### src/sv/apl_mul.sv
`default_nettype none
// Shared multiplier: registered 32x32 product; the sequencer combines partials for wider products.
module apl_mul (
   input  wire logic        clock,
   input  wire logic [31:0] a,
   input  wire logic [31:0] b,
   output logic      [63:0] prod_ff
);
   logic [63:0] prod_in;
   always_comb begin
      prod_in = {32'd0, a} * {32'd0, b};
   end
   always_ff @(posedge clock) begin
      prod_ff <= prod_in;
   end
endmodule
`default_nettype wire

### config.mk
export PLATFORM = sky130hd
export DESIGN_NAME = apl_mul
export DESIGN_NICKNAME = d
export VERILOG_FILES = /design/src/sv/apl_mul.sv
export SDC_FILE = /design/constraint.sdc
export NUM_CORES = 2
export LEC_CHECK = 0
export BUFFER_PORTS_ARGS = -buffer_cell sky130_fd_sc_hd__buf_2
export CORE_ASPECT_RATIO = 0.7
export CORE_MARGIN = 3
export CORE_UTILIZATION = 40
export CTS_CLUSTER_SIZE = 8
export DETAILED_ROUTE_END_ITERATION = 12
export GPL_ROUTABILITY_DRIVEN = 0
export PLACE_DENSITY = 0.67
export SLEW_MARGIN = 20
export SYNTH_ARGS = -nofsm -noshare
export SYNTH_HDL_FRONTEND = slang
export SYNTH_SLANG_ARGS = --single-unit
### constraint.sdc
create_clock -name clock -period 13.8 [get_ports clock]
set_input_delay 2.76 -clock clock [delete_from_list [all_inputs] [get_ports clock]]
set_output_delay 2.76 -clock clock [all_outputs]
set_load 0.02 [all_outputs]
# Yosys cells after proc, flatten, opt, wreduce, memory -nomap -nowiden
# Index checks and enable logic that the tools add are counted.
# totals
regBits,64
# classes
mul,1
# op_table
cell,n
32-bit by 32-bit multiplier with 64-bit output,1

# Depth between registers and ports, before layout
# depth
ltp_word,1
mapped_depth,29

# Least setup slack after synthesis
# Ideal clock, no wire load.
# synth_timing
kind,input to register
start,input a[25]
end,register prod_ff[62]
setup_ns,0.072
arrival_time_ns,9.436
required_ns,13.728
path_slack_ns,4.292
cell_stages,25
path_buffers,2
cell_sequence,clkbuf_1 nand2_1 fa_1 inv_1 fa_1 inv_1 fa_1 inv_1 fa_1 fa_1 fa_1 fa_1 inv_1 fa_1 inv_1 ha_1 buf_2 nand4_1 or4_1 or3_1 a31oi_1 a31o_2 a211oi_1 o21ai_1 xor2_1
# synth_via
elab_chain_cells,1
# synth_lines
element,line_no,source
"start, declared",5,"input wire logic [31:0] a,"
32-bit by 32-bit multiplier with 64-bit output,11,"prod_in = {32'd0, a} * {32'd0, b};"
net prod_in[62],9,logic [63:0] prod_in;
"end signal, assigned",14,prod_ff <= prod_in;
"end, declared",7,output logic [63:0] prod_ff
# The timed path passes the listed nets, and every way through them passes these cells.

# Worst setup path in the final report
# layout_timing
start,input b[23]
end,register prod_ff[62]
# layout_via
elab_chain_cells,1
# layout_lines
element,line_no,source
"start, declared",6,"input wire logic [31:0] b,"
32-bit by 32-bit multiplier with 64-bit output,11,
net prod_in[62],9,
# The timed path passes the listed nets, and every way through them passes these cells.

==> flow_summary.yaml <==
detailed_routing:
  wirelength_mm: 101.7
  ant_nets: 0
  vias_per_cell: 5.157
  drtPass1Iterations: 6
  vias: 24850
  wire_per_inst_microns: 21.11
  first_iter_violations: 2292
  drc_errors: 0
worst_setup_path:
  worstPathMaxFanout: 32
  end_kind: "register"
  startpoint_type: "input pin"
  critPathArrivalTime_ps: 10950
  cp.required_ps: 14110
  critical_path_class: "input pin to register"
timing:
  grt_setup_unrepaired: "no"
  slew_headroom_pct: 39.26
  hold_viol_final: 0
  maxSlewViolCount: 0
  fin_crit_sh_pct: 77.11
  setup_viol: 0
  fin_crit_ps: 10640
  worst_pin_slew_ps: 905.0
  fmax_mhz: 93.98
  fin_tns_setup_ps: 0
clocking:
  cts_tree: "yes"
  cts_hold_buffers: 0
  post_cts_buffers: 0
  ctsResizeCount: 0
  clockBufferDepth: 2
  cts_made_buffers: 9
  clkSinkCount: 64
  cts_root_buffer: "clkbuf_16"
  clk_pin_slew_worst_paths_ps: 70
  htreeDepth: 3
synth:
  ys_types: 56
  syn-cell-area_sq_mm: 0.03463
  synth_area_leader_cell: "fa_1"
  synth_edf_count: 0
  synth_most_common_cell: "fa_1"
  ys_warn_count: 0
  async_flop_share_pct: 0
  syn_area_per_cell_sq_um: 9.215
  syn_inst: 3758
  synth-seq-cells: 64
  yosys-top-cells-count: "fa_1 (896), inv_1 (863), and2_1 (603)"
  synth_top_cell_area_share_pct: 51.80
  synth_area_leaders: "fa_1 (52%), and2_1 (11%), ha_1 (9.5%)"
  synth-main-ff-cell: "dfxtp_1"
  syn_nets: 4982
  synth.yosys.seq_area_share_pct: 3.700
run:
  cap_violations: 0
floorplanning:
  coreArea_sq_mm: 0.08508
  start_util_pct: 40.70
  io_pins: 129
  die_h_microns: 252.2
  die_x_microns: 357.7
  die_area_sq_mm: 0.09020
  rows: 89
placed_design:
  hpwlAfterDp_mm: 82.51
  io_buffers: 128
cells_and_area:
  fin_nets: 4897
  syn_to_final_growth_pct: 4.502
  fillers: 8337
  regArea_sq_mm: 0.001281
  drive_gt1_share_pct: 4.296
  biggestRegsByFlops: "prod_ff x64"
  largest_reg_flops: 64
  multiInputGateArea_sq_mm: 0.02924
  top_register: "prod_ff"
global_route:
  gr-total-overflow: 0
  grt_pass1_wl_mm: 162.5
  track_usage_pct: 23.82
  grt_pass1_vias: 26550
  grt_max_degree: 33
  grt_antenna_before_repair: 7
hold_path:
  worstHoldPathType: "input pin to register"
outcome:
  status: "finished clean"
==> cell usage in the layout (no fill, tap or decap), drive strengths merged, types with 4 or more instances in the layout <==
master	synthesis	routed
ha	263	263
o21ai	30	30
xnor2	33	33
and3	14	14
a211oi	4	4
fa	896	896
or2	4	4
or3	5	5
nand3	12	12
nand2	478	478
and2	603	603
nor3	5	5
clkbuf	216	9
inv	863	864
a221o	4	4
buf	11	131
a21o	37	37
o21a	8	8
a21oi	70	70
o21bai	10	10
a31oi	12	12
dfxtp	64	64
nand4	24	24
xor2	26	26
nor2	21	21
and4	4	4
==> worst paths after layout <==
| kind | from | cells after the start | end | slack, ps |
|---|---|---|---|---|
| setup / recovery | b[23] | 22 | prod_ff[62] | 3160 |
| hold / removal | a[0] | 3 | prod_ff[0] | 3010 |
==> cells by family after synthesis <==
family	count (synthesis)	share of synthesized area (%)
XOR/XNOR	59	1.492
multiplexers	1	0.02891
flip-flops	64	3.700
AO/OA/AOI/OAI	205	3.917
adder cells (fa/ha/maj)	1159	61.30
buffers and inverters	1090	11.85
AND/OR/NAND/NOR	1180	17.71
==> critical path: stages <==
cell and delay, ps:
buf_2 650, nand2_1 190, fa_1 580, inv_1 60
fa_1 480, fa_1 700, fa_1 520, fa_1 550
fa_1 460, fa_1 500, inv_1 60, fa_1 480
inv_1 40, ha_1 430, nand4_1 260, or4_1 470
or3_1 350, a31oi_1 640, a31o_2 300, a211oi_1 110
o21ai_1 180, xor2_1 150
==> stage by stage <==
step | cell area, sq um | hold WS, ps | cells | utilization [%] | setup slack (ps)
3_5_place_dp | 35850 | 3177 | 4799 | 42.14 | 2920
2_1_floorplan | 34630 | 2887 | 3758 | - | 4292
6_report | 36190 | 3011 | 4818 | 42.54 | 3159
3_3_place_gp | 35850 | 3176 | 4799 | 42.14 | 3025
5_1_grt | 36180 | 3029 | 4816 | 42.53 | 2954
4_1_cts | 36180 | 2980 | 4815 | 42.53 | 3321
==> metal layers <==
layer | wire length [microns] | up-vias | GRT usage [%]
met3 | 16990 | 73 | 12.91
met1 | 46380 | 12690 | 36.19
met5 | 21 | - | 0
met2 | 37460 | 1384 | 29.93
met4 | 881 | 4 | 3.003
li1 | - | 10700 | -
==> cell type report <==
| type | instances | share of cell area (%) |
|---|---|---|
| Antenna cell | 3 | 0.02074 |
| Clock buffer | 9 | 0.6223 |
| Clock inverter | 7 | 0.2904 |
| Inverter | 863 | 8.951 |
| Multi-Input combinational cell | 2604 | 80.81 |
| Sequential cell | 64 | 3.540 |
| Tap cell | 1137 | 3.931 |
| Timing Repair Buffer | 131 | 1.832 |
Power is left out: the tool's default activity adds up to more than one toggle a clock period on the data nets, which glitch-free logic cannot reach.
