<file path="src/sv/apl_pkg.sv">
`default_nettype none
package apl_pkg;
   localparam logic [1:0] MODE_STATUS = 2'd0;
   localparam logic [1:0] MODE_TRADE  = 2'd1;
   localparam logic [1:0] MODE_MARK   = 2'd2;
   localparam logic [1:0] MODE_QUERY  = 2'd3;
   localparam logic [2:0] ST_RESTING   = 3'd1;
   localparam logic [2:0] ST_FILLED    = 3'd3;
   localparam logic [2:0] ST_CANCELLED = 3'd4;
   localparam logic [2:0] ST_REJECTED  = 3'd5;
   localparam logic [1:0] MUL_LO   = 2'd0;
   localparam logic [1:0] MUL_MID  = 2'd1;
   localparam logic [1:0] MUL_HIGH = 2'd2;

   // One row of the position table.
   typedef struct packed {
      logic [63:0] net;
      logic [31:0] cost;
      logic [63:0] realized;
      logic [63:0] unrealized;
      logic [31:0] last;
   } entry_type;

   function automatic logic [63:0] wabs(input logic [63:0] a);
      wabs = a[63] ? (64'd0 - a) : a;
   endfunction
endpackage
`default_nettype wire

</file>
<file path="src/sv/apl_div.sv">
`default_nettype none
// Restoring unsigned 64-bit divider, one quotient bit per cycle.
module apl_div (
   input  wire logic        clock,
   input  wire logic        reset,
   input  wire logic        start,
   input  wire logic [63:0] num,
   input  wire logic [63:0] den,
   output logic             busy,
   output logic      [63:0] quot
);
   import apl_pkg::*;
   logic [63:0] q_ff, q_in, r_ff, r_in, d_ff;
   logic [6:0]  cnt_ff, cnt_in;
   logic [64:0] trial;
   always_comb begin
      q_in = q_ff; r_in = r_ff; cnt_in = cnt_ff;
      trial = {r_ff, q_ff[63]} - {1'b0, d_ff};
      if (start) begin
         q_in = num; r_in = 64'd0; cnt_in = 7'd64;
      end else if (cnt_ff != 7'd0) begin
         if (!trial[64]) r_in = trial[63:0];
         else r_in = {r_ff[62:0], q_ff[63]};
         q_in = {q_ff[62:0], ~trial[64]};
         cnt_in = cnt_ff - 7'd1;
      end
   end
   always_ff @(posedge clock) begin
      if (reset) cnt_ff <= 7'd0;
      else cnt_ff <= cnt_in;
      q_ff <= q_in; r_ff <= r_in;
      if (start) d_ff <= den;
   end
   assign busy = (cnt_ff != 7'd0);
   assign quot = q_ff;
endmodule
`default_nettype wire

</file>
<file path="config.mk">
export PLATFORM = sky130hd
export DESIGN_NAME = apl_div
export DESIGN_NICKNAME = d
export VERILOG_FILES = /design/src/sv/apl_pkg.sv /design/src/sv/apl_div.sv
export SDC_FILE = /design/constraint.sdc
export NUM_CORES = 1
export LEC_CHECK = 0
export BUFFER_PORTS_ARGS = -buffer_cell sky130_fd_sc_hd__buf_2
export CAP_MARGIN = 20
export CORE_ASPECT_RATIO = 2
export CORE_MARGIN = 4
export CORE_UTILIZATION = 45
export DETAILED_ROUTE_END_ITERATION = 12
export PLACE_DENSITY = 0.63
export SLEW_MARGIN = 10
export SYNTH_ARGS = -nofsm -noshare
export SYNTH_HDL_FRONTEND = slang
export SYNTH_SLANG_ARGS = --single-unit
</file>
<file path="constraint.sdc">
create_clock -name clock -period 4.8 [get_ports clock]
set_input_delay 0.72 -clock clock [delete_from_list [all_inputs] [get_ports clock]]
set_output_delay 0.72 -clock clock [all_outputs]
set_load 0.02 [all_outputs]
</file>
# ---- Word level (Yosys, flattened, before mapping)
# Index checks and enable logic that the tools add are counted.
# Widths: inputs -> output; s select.
dict set report word_totals {
  regBits 199
}
dict set report op_classes {
  bitwise_logic 1
  n_mux 5
  addsub 2
  reduce_logical 3
}
# operator count
set ops {}
lappend ops {{$mux 64} 3}
lappend ops {{$sub 65x64->65} 1}
lappend ops {{$mux 7} 2}
lappend ops {{$reduce_bool 7->1} 1}
lappend ops {{$sub 7x1->7 const B} 1}
lappend ops {{$reduce_bool 2->1} 1}
lappend ops {{$reduce_or 2->1} 1}
lappend ops {{$not 1->1} 1}

# ---- Longest topological paths before layout
dict set report depth {
  word_depth 4
  ltp_mapped 15
}

# ---- Worst setup path after synthesis
# No wires, ideal clock.
dict set report synth_timing {
  kind {flip-flop to flip-flop}
  start {reg q_ff[63], in the netlist quot[63]}
  end {reg r_ff[58]}
  synth_period_minus_slack_ps 3995
  setup_time_ps 88
  required_ps 4712
  path_slack_ps 805
  arrival_ps 3907
  stages_incl_launch_ff 15
  path_buffers 1
  path_cell_list {edfxtp_1 inv_1 ha_1 fa_1 nand2b_1 a21oi_1 o211ai_1 a31o_1 a2111o_1 a2111o_1 and4_4 or3_1 buf_2 a2111o_1 a311oi_2}
}
dict set report synth_via {
  elab_chain_len 2
}
# item line_no
set synth_lines {}
lappend synth_lines {{from (decl)} apl_div.sv:13} ;# logic [63:0] q_ff, q_in, r_ff, r_in, d_ff;
lappend synth_lines {{from (signal assigned)} apl_div.sv:31} ;# q_ff <= q_in; r_ff <= r_in;
lappend synth_lines {{$sub 65x64->65} apl_div.sv:18} ;# trial = {r_ff, q_ff[63]} - {1'b0, d_ff};
lappend synth_lines {{$mux 64} apl_div.sv:22} ;# if (!trial[64]) r_in = trial[63:0];
lappend synth_lines {{to (signal assigned)} apl_div.sv:31}
lappend synth_lines {{to (decl)} apl_div.sv:13}
# Every way passes these cells.
# A chain may end at the register's enable or synchronous reset.

# ---- Final worst setup path
# Ends and elaborated chain as after synthesis.

==> flow_metrics.tcl <==
set metrics [dict create \
    status "complete, no violations" \
    drv_cap 0 \
    async_flop_share 0 \
    cts_hold_buf 0 \
    diodes 0 \
    rsz0062_at_grt "no" \
    die_y_um 239 \
    detail-route-antenna-nets 0 \
    cpPeakStageDelay_ns 0.65 \
    maxSlewHeadroom 0.358 \
    required_ns 5.17 \
    wirelength_um 31500 \
    dpl.hpwl_um 24000 \
    ys.flop_type "edfxtp_1" \
    layout.nets 1562 \
    drive_above_1_share 0.224 \
    cp_top_family "compound AO/OA/AOI/OAI gates" \
    layout_common_cells "buf_2, edfxtp_1, nor2_1" \
    clk_latency_ns 0.46 \
    wire_per_inst_um 18.3 \
    setup_tns_ns 0 \
    power_density_nw_per_um2 639 \
    final_common_cell "buf_2" \
    worstPathCellList "inv_1 > ha_1 > fa_1 > nand2b_1 > a21oi_1 > o211ai_1 > a31o_1 > a2111o_1 > a2111o_1 > and4_4 > or3_1 > a2111o_1 > a311oi_2" \
    cp-start-kind "register" \
    path_clk_slew_ns 0.07 \
    path_buf_inv 1 \
    yosysSeqAreaShare 0.440 \
    track_usage 0.220 \
    design_area_um2 13800 \
    fillerInstances 2484 \
    place.gp.congestion 0.953 \
    ys_types 65 \
    slowest_stage "or3_1" \
    ir_drop_mv 0.289 \
    clock-sinks 199 \
    drc_errors 0 \
    setup_violations 0 \
    hp-class "primary input to register" \
    grt_pass1_vias 10200 \
    worst_pin_slew_ns 0.952 \
    grt_first_pass_wirelength_um 50600 \
    fin_crit_sh 0.920 \
    dieArea_um2 29400 \
    io_pins 196 \
    synth_nets 1409 \
    synth_warnings 0 \
    rows 84 \
    tritoncts "yes" \
    ys_ff_latch 199 \
    area_growth_pct 15.2 \
    ctsResizeCount 0 \
    hold_viol 0 \
    synth_edf_count 128 \
    grt_max_degree 109 \
    slew_violations 0 \
    core_um2 26300 \
    finalCriticalPeriod_ns 4.42 \
    syn_inst 1212 \
    die_x_um 123 \
    max_freq_mhz 226 \
    cp-end-kind "register" \
    crit_path_frequent_cell "a2111o_1" \
    skew_ns 0.0125 \
    arrival_ns 4.78 \
    root_buffer "clkbuf_16" \
    vias_per_cell 5.69 \
    cts_buffers 17 \
    num_vias 9801 \
    start_util 0.455 \
    port-buffer-count 195 \
    grt-ovfl-total 0 \
    drt-pass1-iter-count 5 \
    post_cts_buffers 0 \
    ff_latch_area_um2 5270 \
    clockBufferDepth 2 \
    multi_input_area_um2 6110 \
    cts_max_level 4 \
    crit_path_max_fanout 18 \
    cellLeakagePower_nw 5.90 \
    placed_cell_area_um2 13200 \
    synth_area_um2 12000 \
    antenna_found_initial 0 \
    path_class "register to register" \
    avgSynthCellArea_um2 9.87 \
    drt-initial-drc-count 528 \
]
[per-layer routing]
| metal | up-vias | track usage | share of wire |
|---|---|---|---|
| met4 | 0 | 0.140 | 0.058 |
| met1 | 4611 | 0.218 | 0.36 |
| met2 | 314 | 0.407 | 0.54 |
| li1 | 4773 | - | - |
| met3 | 103 | 0.0431 | 0.044 |
| met5 | - | 0 | 0 |
[synth_stat cells, types with 4 or more instances]
cell       number  area share
buf_2          13      0.0054
o21ai_0        45       0.019
o22ai_1        11      0.0058
o21a_1         10      0.0063
o211ai_1       12      0.0075
mux2_2         63       0.059
nand4_1        28       0.015
xor2_1         28       0.021
o31ai_1         4      0.0025
o21bai_1        8      0.0050
a31oi_1        16      0.0084
nor4_1          7      0.0037
nor2_1        111       0.035
nand2_1        68       0.021
nand2b_1        9      0.0047
nor2b_1         4      0.0021
or3_1           7      0.0037
a21o_1         42       0.026
a21boi_0        4      0.0025
edfxtp_1      128        0.32
nand3_1        15      0.0063
inv_1          81       0.025
a21oi_1        80       0.033
dfxtp_1        71        0.12
a2111oi_0       5      0.0037
a211oi_1       52       0.033
and2_1         14      0.0073
and3_1          9      0.0047
mux2i_1        48       0.040
nor3_1         18      0.0075
nand3b_1        4      0.0025
xnor2_1        31       0.023
clkbuf_1       56       0.018
ha_1           65       0.068
a311oi_1        4      0.0029
a2111o_1        6      0.0056
[logic make-up after synthesis]
logic type,Yosys count,share of synthesized area
DFF,199,0.440
adders and majority gates,66,0.0697
xor gates and xnor gates,59,0.0432
muxes,112,0.100
AOI/OAI and AO/OA,320,0.178
and+or+nand+nor,303,0.119
buffers and inverters,153,0.0495
[state kept, by name, summed over array words and instances (netlist names)]
register	cells
r_ff	64
quot	64
d_ff	64
cnt_ff	7
[final timing paths]
| kind | from | endpoint | slack (ns) | cells past startpoint |
|---|---|---|---|---|
| hold / removal | den[31] | d_ff[31]$_DFFE_PP_ | 0.43 | 1 |
| setup reg to reg | quot[63]$_DFFE_PP_ | r_ff[58]$_SDFFE_PP0P_ | 0.38 | 13 |
| hold reg to reg | cnt_ff[6]$_SDFFE_PP0P_ | cnt_ff[6]$_SDFFE_PP0P_ | 0.49 | 2 |
| setup / recovery | quot[63]$_DFFE_PP_ | r_ff[58]$_SDFFE_PP0P_ | 0.38 | 13 |
[per-stage QoR]
stage | setup WS, ns | total power [mW] | instances | utilization | hold WS (ns)
after floorplan | 0.805 | 6.17 | 1212 | - | 0.458
after global placement | 0.457 | 7.33 | 1690 | 0.502 | 0.473
after detailed placement | 0.414 | 7.39 | 1690 | 0.502 | 0.488
after CTS | 0.370 | 8.87 | 1722 | 0.525 | 0.405
after global routing | 0.0765 | 9.48 | 1722 | 0.525 | 0.410
final | 0.385 | 8.81 | 1722 | 0.525 | 0.432
[report_power, final]
| group | internal (mW) | switching [mW] | total, mW | leakage, nW |
|---|---|---|---|---|
| clock network | 0.732 | 0.705 | 1.44 | 0.290 |
| logic | 1.78 | 2.83 | 4.61 | 3.73 |
| registers | 2.42 | 0.345 | 2.77 | 1.87 |
| total | 4.94 | 3.88 | 8.81 | 5.90 |
[layout make-up]
| cell class | instances | share of cell area |
|---|---|---|
| multi-input cells | 860 | 0.444 |
| clock buffers | 19 | 0.0337 |
| well taps | 344 | 0.0312 |
| clock inverters | 13 | 0.00871 |
| flip-flops and latches | 199 | 0.382 |
| repair buffers | 205 | 0.0785 |
| inverters | 82 | 0.0224 |
[worst reg2reg max path, stage by stage (launching register included)]
cell and delay (ns):
edfxtp_1 0.34, inv_1 0.06, ha_1 0.22, fa_1 0.40, nand2b_1 0.20, a21oi_1 0.16
o211ai_1 0.19, a31o_1 0.29, a2111o_1 0.45, a2111o_1 0.46, and4_4 0.22, or3_1 0.65
a2111o_1 0.48, a311oi_2 0.23
No activity file was read; power rests on OpenSTA's default activity.
